## config.mk

```make
export PLATFORM = sky130hd
export DESIGN_NAME = periodic_timer_table_core_flat
export DESIGN_NICKNAME = d
export VERILOG_FILES = /design/src/hdl/ptt_pkg.sv /design/src/hdl/ptt_in_if.sv /design/src/hdl/ptt_out_if.sv /design/src/hdl/ptt_ram.sv /design/src/hdl/ptt_ctrl.sv /design/src/hdl/ptt_dp.sv /design/src/hdl/periodic_timer_table_core.sv /design/src/flat_wrapper.sv
export SDC_FILE = /design/constraint.sdc
export NUM_CORES = 2
export LEC_CHECK = 0
export ABC_CLOCK_PERIOD_IN_PS = 23300
export BUFFER_PORTS_ARGS = -buffer_cell sky130_fd_sc_hd__buf_4
export CORE_ASPECT_RATIO = 1.5
export CORE_MARGIN = 8
export CORE_UTILIZATION = 55
export CTS_BUF_LIST = sky130_fd_sc_hd__clkbuf_4 sky130_fd_sc_hd__clkbuf_8 sky130_fd_sc_hd__clkbuf_16
export DETAILED_ROUTE_END_ITERATION = 8
export PLACE_DENSITY_LB_ADDON = 0.2
export SLEW_MARGIN = 20
export SYNTH_ARGS = -nofsm -noshare
export SYNTH_HDL_FRONTEND = slang
export SYNTH_SLANG_ARGS = --single-unit
```

## constraint.sdc

```tcl
create_clock -name clk -period 23.3 [get_ports clk]
set_clock_uncertainty 0.15 [all_clocks]
set_input_delay 6.99 -clock clk [delete_from_list [all_inputs] [get_ports clk]]
set_output_delay 6.99 -clock clk [all_outputs]
set_load 0.03 [all_outputs]
```

## src/hdl/ptt_pkg.sv

```systemverilog
// Shared types and constants for the periodic timer table.
// Used by the channel interfaces, the controller, the datapath and the top level.
package ptt_pkg;

  localparam int SLOTS_DEF  = 16;
  localparam int ACTION_W   = 2;
  localparam int TICK_W     = 64;
  localparam int INTERVAL_W = 32;
  localparam int ID_W       = 16;
  localparam int EVENT_W    = 3;

  localparam logic [ACTION_W-1:0] ACT_ADD    = 2'd0;
  localparam logic [ACTION_W-1:0] ACT_REMOVE = 2'd1;
  localparam logic [ACTION_W-1:0] ACT_CHECK  = 2'd2;

  typedef enum logic [EVENT_W-1:0] {
    EV_ADDED    = 3'd0,
    EV_REMOVED  = 3'd1,
    EV_NOTFOUND = 3'd2,
    EV_FIRED    = 3'd3,
    EV_FULL     = 3'd4,
    EV_DONE     = 3'd5
  } ev_t;

  typedef enum logic [1:0] {
    ID_ZERO,
    ID_NEXT,
    ID_REQ,
    ID_SLOT
  } id_sel_t;

  typedef enum logic [1:0] {
    ST_IDLE,
    ST_SCAN,
    ST_EVAL,
    ST_FINAL
  } state_t;

  typedef struct packed {
    logic [ID_W-1:0]       id;
    logic [INTERVAL_W-1:0] interval;
    logic [TICK_W-1:0]     deadline;
  } entry_t;

  localparam int ENTRY_W = $bits(entry_t);

  typedef struct packed {
    logic    in_ready;
    logic    idx_clr;
    logic    idx_inc;
    logic    rd_en;
    logic    add_wr;
    logic    rm_clr;
    logic    fire_wr;
    logic    push;
    ev_t     ev;
    id_sel_t id_sel;
    logic    last;
  } cmd_t;

  typedef struct packed {
    logic                in_valid;
    logic [ACTION_W-1:0] in_action;
    logic [ACTION_W-1:0] action;
    logic                slot_valid;
    logic                idx_last;
    logic                id_match;
    logic                due;
    logic                out_free;
  } stat_t;

endpackage

```

## src/hdl/ptt_in_if.sv

```systemverilog
// Request channel of the periodic timer table.
// Depends on ptt_pkg for field widths.
interface ptt_in_if;
  logic                          valid;
  logic                          ready;
  logic [ptt_pkg::ACTION_W-1:0]   action;
  logic [ptt_pkg::TICK_W-1:0]     now;
  logic [ptt_pkg::INTERVAL_W-1:0] interval;
  logic [ptt_pkg::ID_W-1:0]       timer_id;

  modport source (output valid, action, now, interval, timer_id, input ready);
  modport sink (input valid, action, now, interval, timer_id, output ready);
endinterface

```

## src/hdl/ptt_out_if.sv

```systemverilog
// Result channel of the periodic timer table.
// Depends on ptt_pkg for field widths.
interface ptt_out_if;
  logic                       valid;
  logic                       ready;
  logic [ptt_pkg::EVENT_W-1:0] event_res;
  logic [ptt_pkg::ID_W-1:0]    timer_id_res;
  logic                       last;

  modport source (output valid, event_res, timer_id_res, last, input ready);
  modport sink (input valid, event_res, timer_id_res, last, output ready);
endinterface

```

## src/hdl/ptt_ram.sv

```systemverilog
// Generic single-write, single-read RAM with registered read data.
// No dependencies.
module ptt_ram #(
  parameter int WIDTH = 8,
  parameter int DEPTH = 16
) (
  input  logic                                clk,
  input  logic                                wr_en,
  input  logic [(DEPTH > 1 ? $clog2(DEPTH) : 1)-1:0] wr_addr,
  input  logic [WIDTH-1:0]                    wr_data,
  input  logic                                rd_en,
  input  logic [(DEPTH > 1 ? $clog2(DEPTH) : 1)-1:0] rd_addr,
  output logic [WIDTH-1:0]                    rd_data
);

  logic [WIDTH-1:0] mem_r [DEPTH];
  logic [WIDTH-1:0] rd_data_r;

  always_ff @(posedge clk) begin
    if (wr_en) begin
      mem_r[wr_addr] <= wr_data;
    end
    if (rd_en) begin
      rd_data_r <= mem_r[rd_addr];
    end
  end

  assign rd_data = rd_data_r;

endmodule

```

## src/hdl/ptt_ctrl.sv

```systemverilog
// Controller state machine of the periodic timer table.
// Depends on ptt_pkg; drives the datapath through cmd_t and watches stat_t.
module ptt_ctrl (
  input  logic           clk,
  input  logic           rst_n,
  input  ptt_pkg::stat_t st,
  output ptt_pkg::cmd_t  cmd
);

  ptt_pkg::state_t state_r, state_nxt;
  ptt_pkg::ev_t    final_ev;

  always_ff @(posedge clk) begin
    if (!rst_n) begin
      state_r <= ptt_pkg::ST_IDLE;
    end else begin
      state_r <= state_nxt;
    end
  end

  always_comb begin
    priority if (st.action == ptt_pkg::ACT_ADD) begin
      final_ev = ptt_pkg::EV_FULL;
    end else if (st.action == ptt_pkg::ACT_REMOVE) begin
      final_ev = ptt_pkg::EV_NOTFOUND;
    end else begin
      final_ev = ptt_pkg::EV_DONE;
    end
  end

  always_comb begin
    state_nxt  = state_r;
    cmd        = '0;
    cmd.ev     = ptt_pkg::EV_DONE;
    cmd.id_sel = ptt_pkg::ID_ZERO;
    unique case (state_r)
      ptt_pkg::ST_IDLE: begin
        cmd.in_ready = 1'b1;
        cmd.idx_clr  = 1'b1;
        if (st.in_valid && (st.in_action == ptt_pkg::ACT_ADD ||
                            st.in_action == ptt_pkg::ACT_REMOVE ||
                            st.in_action == ptt_pkg::ACT_CHECK)) begin
          state_nxt = ptt_pkg::ST_SCAN;
        end
      end
      ptt_pkg::ST_SCAN: begin
        if (st.action == ptt_pkg::ACT_ADD && !st.slot_valid) begin
          if (st.out_free) begin
            cmd.add_wr = 1'b1;
            cmd.push   = 1'b1;
            cmd.ev     = ptt_pkg::EV_ADDED;
            cmd.id_sel = ptt_pkg::ID_NEXT;
            cmd.last   = 1'b1;
            state_nxt  = ptt_pkg::ST_IDLE;
          end
        end else if (st.action != ptt_pkg::ACT_ADD && st.slot_valid) begin
          cmd.rd_en = 1'b1;
          state_nxt = ptt_pkg::ST_EVAL;
        end else if (st.idx_last) begin
          state_nxt = ptt_pkg::ST_FINAL;
        end else begin
          cmd.idx_inc = 1'b1;
        end
      end
      ptt_pkg::ST_EVAL: begin
        if (st.action == ptt_pkg::ACT_REMOVE && st.id_match) begin
          if (st.out_free) begin
            cmd.rm_clr = 1'b1;
            cmd.push   = 1'b1;
            cmd.ev     = ptt_pkg::EV_REMOVED;
            cmd.id_sel = ptt_pkg::ID_REQ;
            cmd.last   = 1'b1;
            state_nxt  = ptt_pkg::ST_IDLE;
          end
        end else if (st.action == ptt_pkg::ACT_CHECK && st.due && !st.out_free) begin
          state_nxt = ptt_pkg::ST_EVAL;
        end else begin
          if (st.action == ptt_pkg::ACT_CHECK && st.due) begin
            cmd.fire_wr = 1'b1;
            cmd.push    = 1'b1;
            cmd.ev      = ptt_pkg::EV_FIRED;
            cmd.id_sel  = ptt_pkg::ID_SLOT;
          end
          if (st.idx_last) begin
            state_nxt = ptt_pkg::ST_FINAL;
          end else begin
            cmd.idx_inc = 1'b1;
            state_nxt   = ptt_pkg::ST_SCAN;
          end
        end
      end
      ptt_pkg::ST_FINAL: begin
        if (st.out_free) begin
          cmd.push   = 1'b1;
          cmd.ev     = final_ev;
          cmd.id_sel = ptt_pkg::ID_ZERO;
          cmd.last   = 1'b1;
          state_nxt  = ptt_pkg::ST_IDLE;
        end
      end
      default: begin
        state_nxt = ptt_pkg::ST_IDLE;
      end
    endcase
  end

endmodule

```

## src/hdl/ptt_dp.sv

```systemverilog
// Datapath of the periodic timer table: request latch, slot index, valid bits,
// timer RAM, deadline arithmetic and result register. Depends on ptt_pkg and ptt_ram.
module ptt_dp #(
  parameter int SLOTS = ptt_pkg::SLOTS_DEF
) (
  input  logic           clk,
  input  logic           rst_n,
  ptt_in_if.sink         in_ch,
  ptt_out_if.source      out_ch,
  input  ptt_pkg::cmd_t  cmd,
  output ptt_pkg::stat_t st
);

  localparam int IW = (SLOTS > 1) ? $clog2(SLOTS) : 1;

  logic [ptt_pkg::ACTION_W-1:0]   act_r;
  logic [ptt_pkg::TICK_W-1:0]     now_r;
  logic [ptt_pkg::INTERVAL_W-1:0] ivl_r;
  logic [ptt_pkg::ID_W-1:0]       rid_r;

  logic [IW-1:0]             idx_r, idx_nxt;
  logic [SLOTS-1:0]          valid_r, valid_nxt;
  logic [ptt_pkg::ID_W-1:0]  next_id_r, next_id_nxt;

  logic                        out_valid_r, out_valid_nxt;
  logic [ptt_pkg::EVENT_W-1:0] out_ev_r;
  logic [ptt_pkg::ID_W-1:0]    out_id_r;
  logic                        out_last_r;
  logic [ptt_pkg::ID_W-1:0]    id_mux;

  logic                   accept;
  logic                   wr_en;
  ptt_pkg::entry_t        wr_entry;
  ptt_pkg::entry_t        rd_entry;
  logic [ptt_pkg::ENTRY_W-1:0] rd_raw;

  assign in_ch.ready  = cmd.in_ready && rst_n;
  assign accept       = in_ch.ready && in_ch.valid;

  always_ff @(posedge clk) begin
    if (accept) begin
      act_r <= in_ch.action;
      now_r <= in_ch.now;
      ivl_r <= in_ch.interval;
      rid_r <= in_ch.timer_id;
    end
  end

  ptt_ram #(
    .WIDTH (ptt_pkg::ENTRY_W),
    .DEPTH (SLOTS)
  ) u_ram (
    .clk     (clk),
    .wr_en   (wr_en),
    .wr_addr (idx_r),
    .wr_data (wr_entry),
    .rd_en   (cmd.rd_en),
    .rd_addr (idx_r),
    .rd_data (rd_raw)
  );

  assign rd_entry = ptt_pkg::entry_t'(rd_raw);
  assign wr_en    = cmd.add_wr || cmd.fire_wr;

  always_comb begin
    if (cmd.add_wr) begin
      wr_entry.id       = next_id_r;
      wr_entry.interval = ivl_r;
      wr_entry.deadline = now_r + {{(ptt_pkg::TICK_W-ptt_pkg::INTERVAL_W){1'b0}}, ivl_r};
    end else begin
      wr_entry.id       = rd_entry.id;
      wr_entry.interval = rd_entry.interval;
      wr_entry.deadline = rd_entry.deadline +
                          {{(ptt_pkg::TICK_W-ptt_pkg::INTERVAL_W){1'b0}}, rd_entry.interval};
    end
  end

  always_comb begin
    valid_nxt = valid_r;
    if (cmd.add_wr) begin
      valid_nxt[idx_r] = 1'b1;
    end
    if (cmd.rm_clr) begin
      valid_nxt[idx_r] = 1'b0;
    end
    next_id_nxt = cmd.add_wr ? next_id_r + 1'b1 : next_id_r;
    priority if (cmd.idx_clr) begin
      idx_nxt = '0;
    end else if (cmd.idx_inc) begin
      idx_nxt = idx_r + 1'b1;
    end else begin
      idx_nxt = idx_r;
    end
  end

  always_comb begin
    unique case (cmd.id_sel)
      ptt_pkg::ID_ZERO: id_mux = '0;
      ptt_pkg::ID_NEXT: id_mux = next_id_r;
      ptt_pkg::ID_REQ:  id_mux = rid_r;
      ptt_pkg::ID_SLOT: id_mux = rd_entry.id;
      default:          id_mux = '0;
    endcase
  end

  always_comb begin
    if (cmd.push) begin
      out_valid_nxt = 1'b1;
    end else if (out_ch.ready) begin
      out_valid_nxt = 1'b0;
    end else begin
      out_valid_nxt = out_valid_r;
    end
  end

  always_ff @(posedge clk) begin
    if (!rst_n) begin
      idx_r       <= '0;
      valid_r     <= '0;
      next_id_r   <= '0;
      out_valid_r <= 1'b0;
    end else begin
      idx_r       <= idx_nxt;
      valid_r     <= valid_nxt;
      next_id_r   <= next_id_nxt;
      out_valid_r <= out_valid_nxt;
    end
  end

  always_ff @(posedge clk) begin
    if (cmd.push) begin
      out_ev_r   <= cmd.ev;
      out_id_r   <= id_mux;
      out_last_r <= cmd.last;
    end
  end

  assign out_ch.valid        = out_valid_r;
  assign out_ch.event_res    = out_ev_r;
  assign out_ch.timer_id_res = out_id_r;
  assign out_ch.last         = out_last_r;

  assign st.in_valid   = in_ch.valid;
  assign st.in_action  = in_ch.action;
  assign st.action     = act_r;
  assign st.slot_valid = valid_r[idx_r];
  assign st.idx_last   = (idx_r == IW'(SLOTS - 1));
  assign st.id_match   = (rd_entry.id == rid_r);
  assign st.due        = (now_r >= rd_entry.deadline);
  assign st.out_free   = !out_valid_r || out_ch.ready;

endmodule

```

## src/hdl/periodic_timer_table_core.sv

```systemverilog
// Top level of the periodic timer table: controller plus datapath.
// Depends on ptt_pkg, ptt_in_if, ptt_out_if, ptt_ctrl and ptt_dp.
//
// Requests arrive on in_ch (valid/ready): add, remove or check, with the
// current tick, an interval and a timer id. Results leave on out_ch, each
// with an event code, a timer id and a last flag on the final result of a
// request. Unused action codes are accepted and give no result.
// One request is handled at a time. An add walks the valid bits one slot a
// cycle. A remove or a check walks the slots, reads each occupied slot from
// the RAM in ST_SCAN, then compares it in ST_EVAL, where a check writes a
// fired timer back with its next deadline.
// A finished result sits in an output register, so a new request is taken
// while it waits. When the receiver stalls, the walk pauses at the slot that
// has a result to give and resumes once the register frees.
// Reset (rst_n, synchronous) clears all valid bits, the id counter and the
// output valid flag; a request is accepted once rst_n is high again.
module periodic_timer_table_core #(
  parameter int SLOTS = ptt_pkg::SLOTS_DEF
) (
  input  logic      clk,
  input  logic      rst_n,
  ptt_in_if.sink    in_ch,
  ptt_out_if.source out_ch
);

  ptt_pkg::cmd_t  cmd;
  ptt_pkg::stat_t st;

  ptt_ctrl u_ctrl (
    .clk   (clk),
    .rst_n (rst_n),
    .st    (st),
    .cmd   (cmd)
  );

  ptt_dp #(
    .SLOTS (SLOTS)
  ) u_dp (
    .clk    (clk),
    .rst_n  (rst_n),
    .in_ch  (in_ch),
    .out_ch (out_ch),
    .cmd    (cmd),
    .st     (st)
  );

endmodule
```

## src/flat_wrapper.sv

```systemverilog
// flat-port wrapper written by rule: the top's interface ports become plain ports
module periodic_timer_table_core_flat 
#(
  parameter int SLOTS = ptt_pkg::SLOTS_DEF
)
  (clk, rst_n, in_ch_valid, in_ch_action, in_ch_now, in_ch_interval, in_ch_timer_id, in_ch_ready, out_ch_valid, out_ch_event_res, out_ch_timer_id_res, out_ch_last, out_ch_ready);
  ptt_in_if in_ch_i ();
  ptt_out_if out_ch_i ();
  input  logic clk;
  input  logic rst_n;
  input wire logic [$bits(in_ch_i.valid)-1:0] in_ch_valid;
  input wire logic [$bits(in_ch_i.action)-1:0] in_ch_action;
  input wire logic [$bits(in_ch_i.now)-1:0] in_ch_now;
  input wire logic [$bits(in_ch_i.interval)-1:0] in_ch_interval;
  input wire logic [$bits(in_ch_i.timer_id)-1:0] in_ch_timer_id;
  output wire logic [$bits(in_ch_i.ready)-1:0] in_ch_ready;
  output wire logic [$bits(out_ch_i.valid)-1:0] out_ch_valid;
  output wire logic [$bits(out_ch_i.event_res)-1:0] out_ch_event_res;
  output wire logic [$bits(out_ch_i.timer_id_res)-1:0] out_ch_timer_id_res;
  output wire logic [$bits(out_ch_i.last)-1:0] out_ch_last;
  input wire logic [$bits(out_ch_i.ready)-1:0] out_ch_ready;
  assign in_ch_i.valid = in_ch_valid;
  assign in_ch_i.action = in_ch_action;
  assign in_ch_i.now = in_ch_now;
  assign in_ch_i.interval = in_ch_interval;
  assign in_ch_i.timer_id = in_ch_timer_id;
  assign in_ch_ready = in_ch_i.ready;
  assign out_ch_valid = out_ch_i.valid;
  assign out_ch_event_res = out_ch_i.event_res;
  assign out_ch_timer_id_res = out_ch_i.timer_id_res;
  assign out_ch_last = out_ch_i.last;
  assign out_ch_i.ready = out_ch_ready;
  periodic_timer_table_core #(.SLOTS(SLOTS)) u_core (.clk(clk), .rst_n(rst_n), .in_ch(in_ch_i), .out_ch(out_ch_i));
endmodule
```

* Yosys cells after proc, flatten, opt, wreduce, memory -nomap -nowiden
Memories as Yosys holds them, arrays and structs flattened. A register that Yosys moved wholly into a read port is not among the register bits.
Cells that the tools add are included.
** Storage, ports and cells
- Logic and storage cells :: 108
- Latch bits :: 0
- Memories kept :: 1
- RAM bits :: 1792
- Register bits after elaboration :: 173
- Input bits :: 118
- Output and inout port bits :: 22
- Bits in read-only memories :: 0
** Cells by class
- $lt $le $gt $ge :: 3
- Divide/modulo/power cells :: 0
- Mux-type cells :: 46
- Eq/ne operators :: 14
- $mul :: 0
- Shift operators :: 0
- Bitwise logic cells :: 4
- Reductions and logical operators :: 24
- $add $sub $neg :: 4
** Memories
- u_core.u_dp.u_ram.mem_r :: words 16, width 112, rd ports 1, clocked after Yosys merged registers in 1, wr ports 1, RTL line ptt_ram.sv:16 : logic [WIDTH-1:0] mem_r [DEPTH];
** Operator list (count)
- 64-bit by 32-bit adder with 64-bit output :: 2
- 112-bit two-way mux :: 1
- 64-bit greater-or-equal comparator :: 1
- 16-bit case mux with 4 select lines :: 1
- 7-bit two-way mux :: 6
- 16-bit two-way mux :: 2
- 2-bit two-way mux :: 12
- 7-bit case mux with 3 select lines :: 1
- 16-bit by 1-bit adder with 16-bit output (second input constant) :: 1
- 16-bit bitwise AND :: 1
- 16-bit == test :: 1
- 1-bit two-way mux :: 16
- 16-bit NOT :: 1
- 16-bit OR :: 1
- 2-bit == test (second input constant) :: 6
- 1-bit logical AND :: 9
- 2-bit by 1-bit == test with 1-bit output (second input constant) :: 4
- 2-bit zero test :: 4
- 2-bit case mux with 4 select lines :: 1
- 3-bit two-way mux :: 2
- 6-bit two-way mux :: 1
- 4-bit by 5-bit < comparator with 1-bit output (second input constant) :: 1
- 4-bit by 1-bit adder with 4-bit output (second input constant) :: 1
- 1-bit binary-select mux with 4-bit select :: 1
- 12 further kinds :: 18

* Logic depth before layout (Yosys ltp)
- Depth after elaboration :: 10
- Depth in mapped cells :: 13
- Gate-level depth less buffers :: 12

* Hierarchy
A second synthesis with hierarchy kept.
** Second synthesis, totals
- Cells, all modules :: 4457
- Area, all modules :: 85064.1 um^2
** By module, submodules not included
- ptt_ram :: instances 1, seq. area each 57174.8 um^2, cells each 2864, area an instance 70291.2 um^2
- ptt_dp :: instances 1, seq. area each 4764.6 um^2, cells each 1526, area an instance 14317.5 um^2
- ptt_ctrl :: instances 1, seq. area each 40.0 um^2, cells each 67, area an instance 455.4 um^2

* Worst setup path after synthesis
No wires, ideal clock.
- Path kind :: input to output
- From :: input port rst_n
- To :: output port in_ch_ready
- Stages on the path :: 2
- Slack :: 8.637 ns
- Data arrival time :: 7.523 ns
- Required time :: 16.160 ns
- Buffers on the path :: 1
- Cell sequence :: clkbuf_1 and2_1
** On the way
- Cells in the longest elaborated chain, start to end :: 1
** Ends and longest elaborated chain
- start: declaration :: RTL line flat_wrapper.sv:10 : input logic rst_n;
- 1-bit logical AND :: RTL line ptt_dp.sv:37 : assign in_ch.ready = cmd.in_ready && rst_n;
- end: declaration :: RTL line flat_wrapper.sv:16 : output wire logic [$bits(in_ch_i.ready)-1:0] in_ch_ready;
Every way passes these cells.

* Final worst setup path
Ends and elaborated chain as after synthesis.

==> impl_metrics.env <==
export IMPL_grt_util_met3_pct=3.54
export IMPL_wl_per_cell_um=30.1
export IMPL_portBuffers=139
export IMPL_avgViaCountPerCell=6.41
export IMPL_rr_startpoint="u_core.u_dp.idx_r[0]"
export IMPL_yosysMostFrequentCell="edfxtp_1"
export IMPL_overflow=0
export IMPL_placed_cells=6327
export IMPL_crit_start="rst_n"
export IMPL_grt_pass1_vias=43200
export IMPL_worst_slack_ns=8.49
export IMPL_drt_first_iter_violations=4875
export IMPL_drc_errors=0
export IMPL_core_sq_um=153000
export IMPL_hold_violations=0
export IMPL_finalWirelength_um=201000
export IMPL_synthTopCellsByCount="edfxtp_1, mux4_2, nand2_1"
export IMPL_syn_inst=4251
export IMPL_layout_worst_path_cycle_share_pct=63.6
export IMPL_holdCritPathClass="register to register"
export IMPL_ir_drop_v=0.0000683
export IMPL_nNetsFinal=4725
export IMPL_antenna_left=0
export IMPL_cts_root_buf="clkbuf_16"
export IMPL_reg2reg_to="u_core.u_dp.u_ram.mem_r[13][45]"
export IMPL_htreeDepth=4
export IMPL_cts_setup_buffers=0
export IMPL_fp_dieArea_sq_um=166000
export IMPL_layout_drive_gt1_share_pct=25.2
export IMPL_cap_violations=0
export IMPL_path_cells="buf_4 > and2_1 > buf_4"
export IMPL_met1_usage_pct=34.3
export IMPL_dpl_worst_slack_ns=8.47
export IMPL_synth_top_area_share_pct=72.5
export IMPL_die_x_um=336
export IMPL_synth_edff_count=2038
export IMPL_tns_ns=0
export IMPL_multi_input_area_sq_um=21700
export IMPL_cp_max_fo=39
export IMPL_globalRoute_busiestLayer="met2"
export IMPL_final_area_sq_um=94300
export IMPL_ios=140
export IMPL_antenna_found_initial=5
export IMPL_gp_congestion=0.886
export IMPL_numCtsBuffers=185
export IMPL_crit_family="buffers and inverters"
export IMPL_rsz0062_at_grt="no"
export IMPL_worstPathArrival_ns=7.67
export IMPL_drt_first_pass_iters=5
export IMPL_ys_warn_count=0
export IMPL_clk_pin_slew_worst_paths_ns=0.07
export IMPL_async_flop_share_pct=0
export IMPL_rr_worst_depth=9
export IMPL_grt_met2_usage_pct=39.2
export IMPL_cp_depth=3
export IMPL_ys_seq_elements=2077
export IMPL_power_density_nw_per_um2=79.7
export IMPL_status="complete, no violations"
export IMPL_grt_usage_pct=24.1
export IMPL_dieHeight_um=496
export IMPL_grt_max_degree=113
export IMPL_finalCriticalPeriod_ns=14.81
export IMPL_cpPeakStageDelay_ns=0.33
export IMPL_clk_latency_ns=0.83
export IMPL_grt_pass1_wl_um=293000
export IMPL_slowest_stage="buf_4"
export IMPL_syn_nets=4508
export IMPL_crit_type="input pin to output port"
export IMPL_cp_num_buf_inv=2
export IMPL_cp_required_ns=16.16
export IMPL_cts_tree="built"
export IMPL_worstMarginPinSlew_ns=1.19
export IMPL_yosysSeqAreaShare_pct=73.4
export IMPL_leakage_uw=0.0296
export IMPL_utilization_pct=61.7
export IMPL_syn_area_sq_um=84400
export IMPL_synth_largest_area_cell="edfxtp_1"
export IMPL_cts_resized=0
export IMPL_endpoint_kind="output port"
export IMPL_clock_fmax_mhz=67.5
export IMPL_regToRegSetupSlack_ns=16.71
export IMPL_start_util_pct=55.2
export IMPL_slew_headroom_pct=19.8
export IMPL_netlist_cell_type_count=68
export IMPL_ys_flop_type="edfxtp_1"
export IMPL_areaGrowthSynthToFinish_pct=11.8
export IMPL_rows=176
export IMPL_netlist_top_cells_area="edfxtp_1, mux4_2, ha_1"
export IMPL_slew_viol_final=0
export IMPL_start_kind="input pin"
export IMPL_clockBufferDepth=3
export IMPL_vias=42800
export IMPL_dpl_instance_area_sq_um=88200
export IMPL_fillers=10600
export IMPL_finalSetupViolCount=0
export IMPL_seq_area_sq_um=62000
export IMPL_cts_sinks=2077
export IMPL_synth_area_per_cell_sq_um=19.9
export IMPL_hpwl_um=109000
export IMPL_hold_buffers=0
export IMPL_final_cells=6676
export IMPL_crit_path_end="in_ch_ready"
export IMPL_path_common_cell="buf_4"
## registers in the layout (all words and copies together), names as in the netlist, 16 cells and up
name                             cells
u_core.u_dp.out_ch.timer_id_res     16
u_core.u_dp.u_ram.rd_data          112
u_core.u_dp.valid_r                 16
u_core.u_dp.next_id_r               16
u_core.u_dp.now_r                   64
u_core.u_dp.u_ram.mem_r           1792
u_core.u_dp.rid_r                   16
u_core.u_dp.ivl_r                   32
## through the flow
step                      power, uW  hold WS (ns)
after floorplan                4430         0.320
after CTS                      7570         0.381
after global routing           7730         0.389
after detailed placement       4550         0.359
after global placement         4540         0.355
final                          7520         0.380
## cell usage in the layout (no fill, tap or decap), drive strengths merged, types with 7 or more instances in the layout
cell type / Yosys / layout
edfxtp: 2038 / 2038
mux4: 564 / 564
nand2: 320 / 320
buf: 46 / 214
clkbuf: 139 / 214
ha: 137 / 137
nor2: 127 / 127
a21oi: 116 / 116
xnor2: 110 / 110
inv: 91 / 103
clkinv: 0 / 97
o21ai: 70 / 70
nand3: 48 / 48
dfxtp: 39 / 39
xor2: 34 / 34
mux2i: 34 / 34
nor3: 32 / 32
nand4: 31 / 31
and2: 22 / 22
a21o: 19 / 19
and3: 19 / 19
nor4: 19 / 19
a22oi: 17 / 17
o221a: 16 / 16
o211ai: 15 / 15
bufinv: 0 / 15
a211oi: 14 / 14
nand2b: 11 / 11
nor2b: 11 / 11
a21boi: 10 / 10
o21a: 9 / 9
clkinvlp: 0 / 9
and4: 8 / 8
o21bai: 7 / 7
## final cells by class
| type | instances | area share (%) |
|---|---|---|
| antenna | 2 | 0.00531 |
| timing repair buffer | 215 | 1.82 |
| clock buffer | 213 | 5.17 |
| sequential | 2077 | 65.7 |
| tap | 2047 | 2.72 |
| clock inverter | 133 | 1.24 |
| inverter | 91 | 0.362 |
| multi-input combinational | 1898 | 23.0 |
## per-layer routing
layer	vias to the layer above	wire [um]
met5	-	0
met4	0	5310
met3	328	14500
met2	1856	98600
met1	22800	82700
li1	17900	-
## logic make-up after synthesis
| family | Yosys count | synth area share (%) |
|---|---|---|
| buf+inv | 276 | 1.23 |
| flops | 2077 | 73.4 |
| xor+xnor | 144 | 1.49 |
| simple gates | 671 | 3.62 |
| compound gates | 346 | 2.67 |
| fa+ha+maj | 139 | 2.08 |
| mux | 598 | 15.5 |
## worst register-to-register path, stage by stage (launching register included)
cell,delay [ns]
dfxtp_4,1.00
buf_4,0.89
mux4_2,0.62
a22o_1,0.25
a221oi_4,0.42
and3_4,0.52
nor2_4,0.28
nor2_4,0.81
buf_4,0.59
buf_4,0.64
## worst min path at each step
stage                              start                        end  slack, ns  cells after the start
3_3_place_gp     u_core.u_dp.valid_r[11]    u_core.u_dp.valid_r[11]       0.35                      1
5_1_grt          u_core.u_dp.valid_r[11]    u_core.u_dp.valid_r[11]       0.39                      1
4_1_cts           u_core.u_dp.valid_r[8]     u_core.u_dp.valid_r[8]       0.38                      1
2_1_floorplan  u_core.u_dp.next_id_r[15]  u_core.u_dp.next_id_r[15]       0.32                      2
3_5_place_dp      u_core.u_dp.valid_r[8]     u_core.u_dp.valid_r[8]       0.36                      1
6_report         u_core.u_dp.valid_r[11]    u_core.u_dp.valid_r[11]       0.38                      1
## power by group
group	internal, uW	leakage [uW]	switching (uW)
clock	1680	0.00300	1360
combinational	103	0.00792	195
sequential	4150	0.0187	28.7
(Power assumes the default switching activity.)
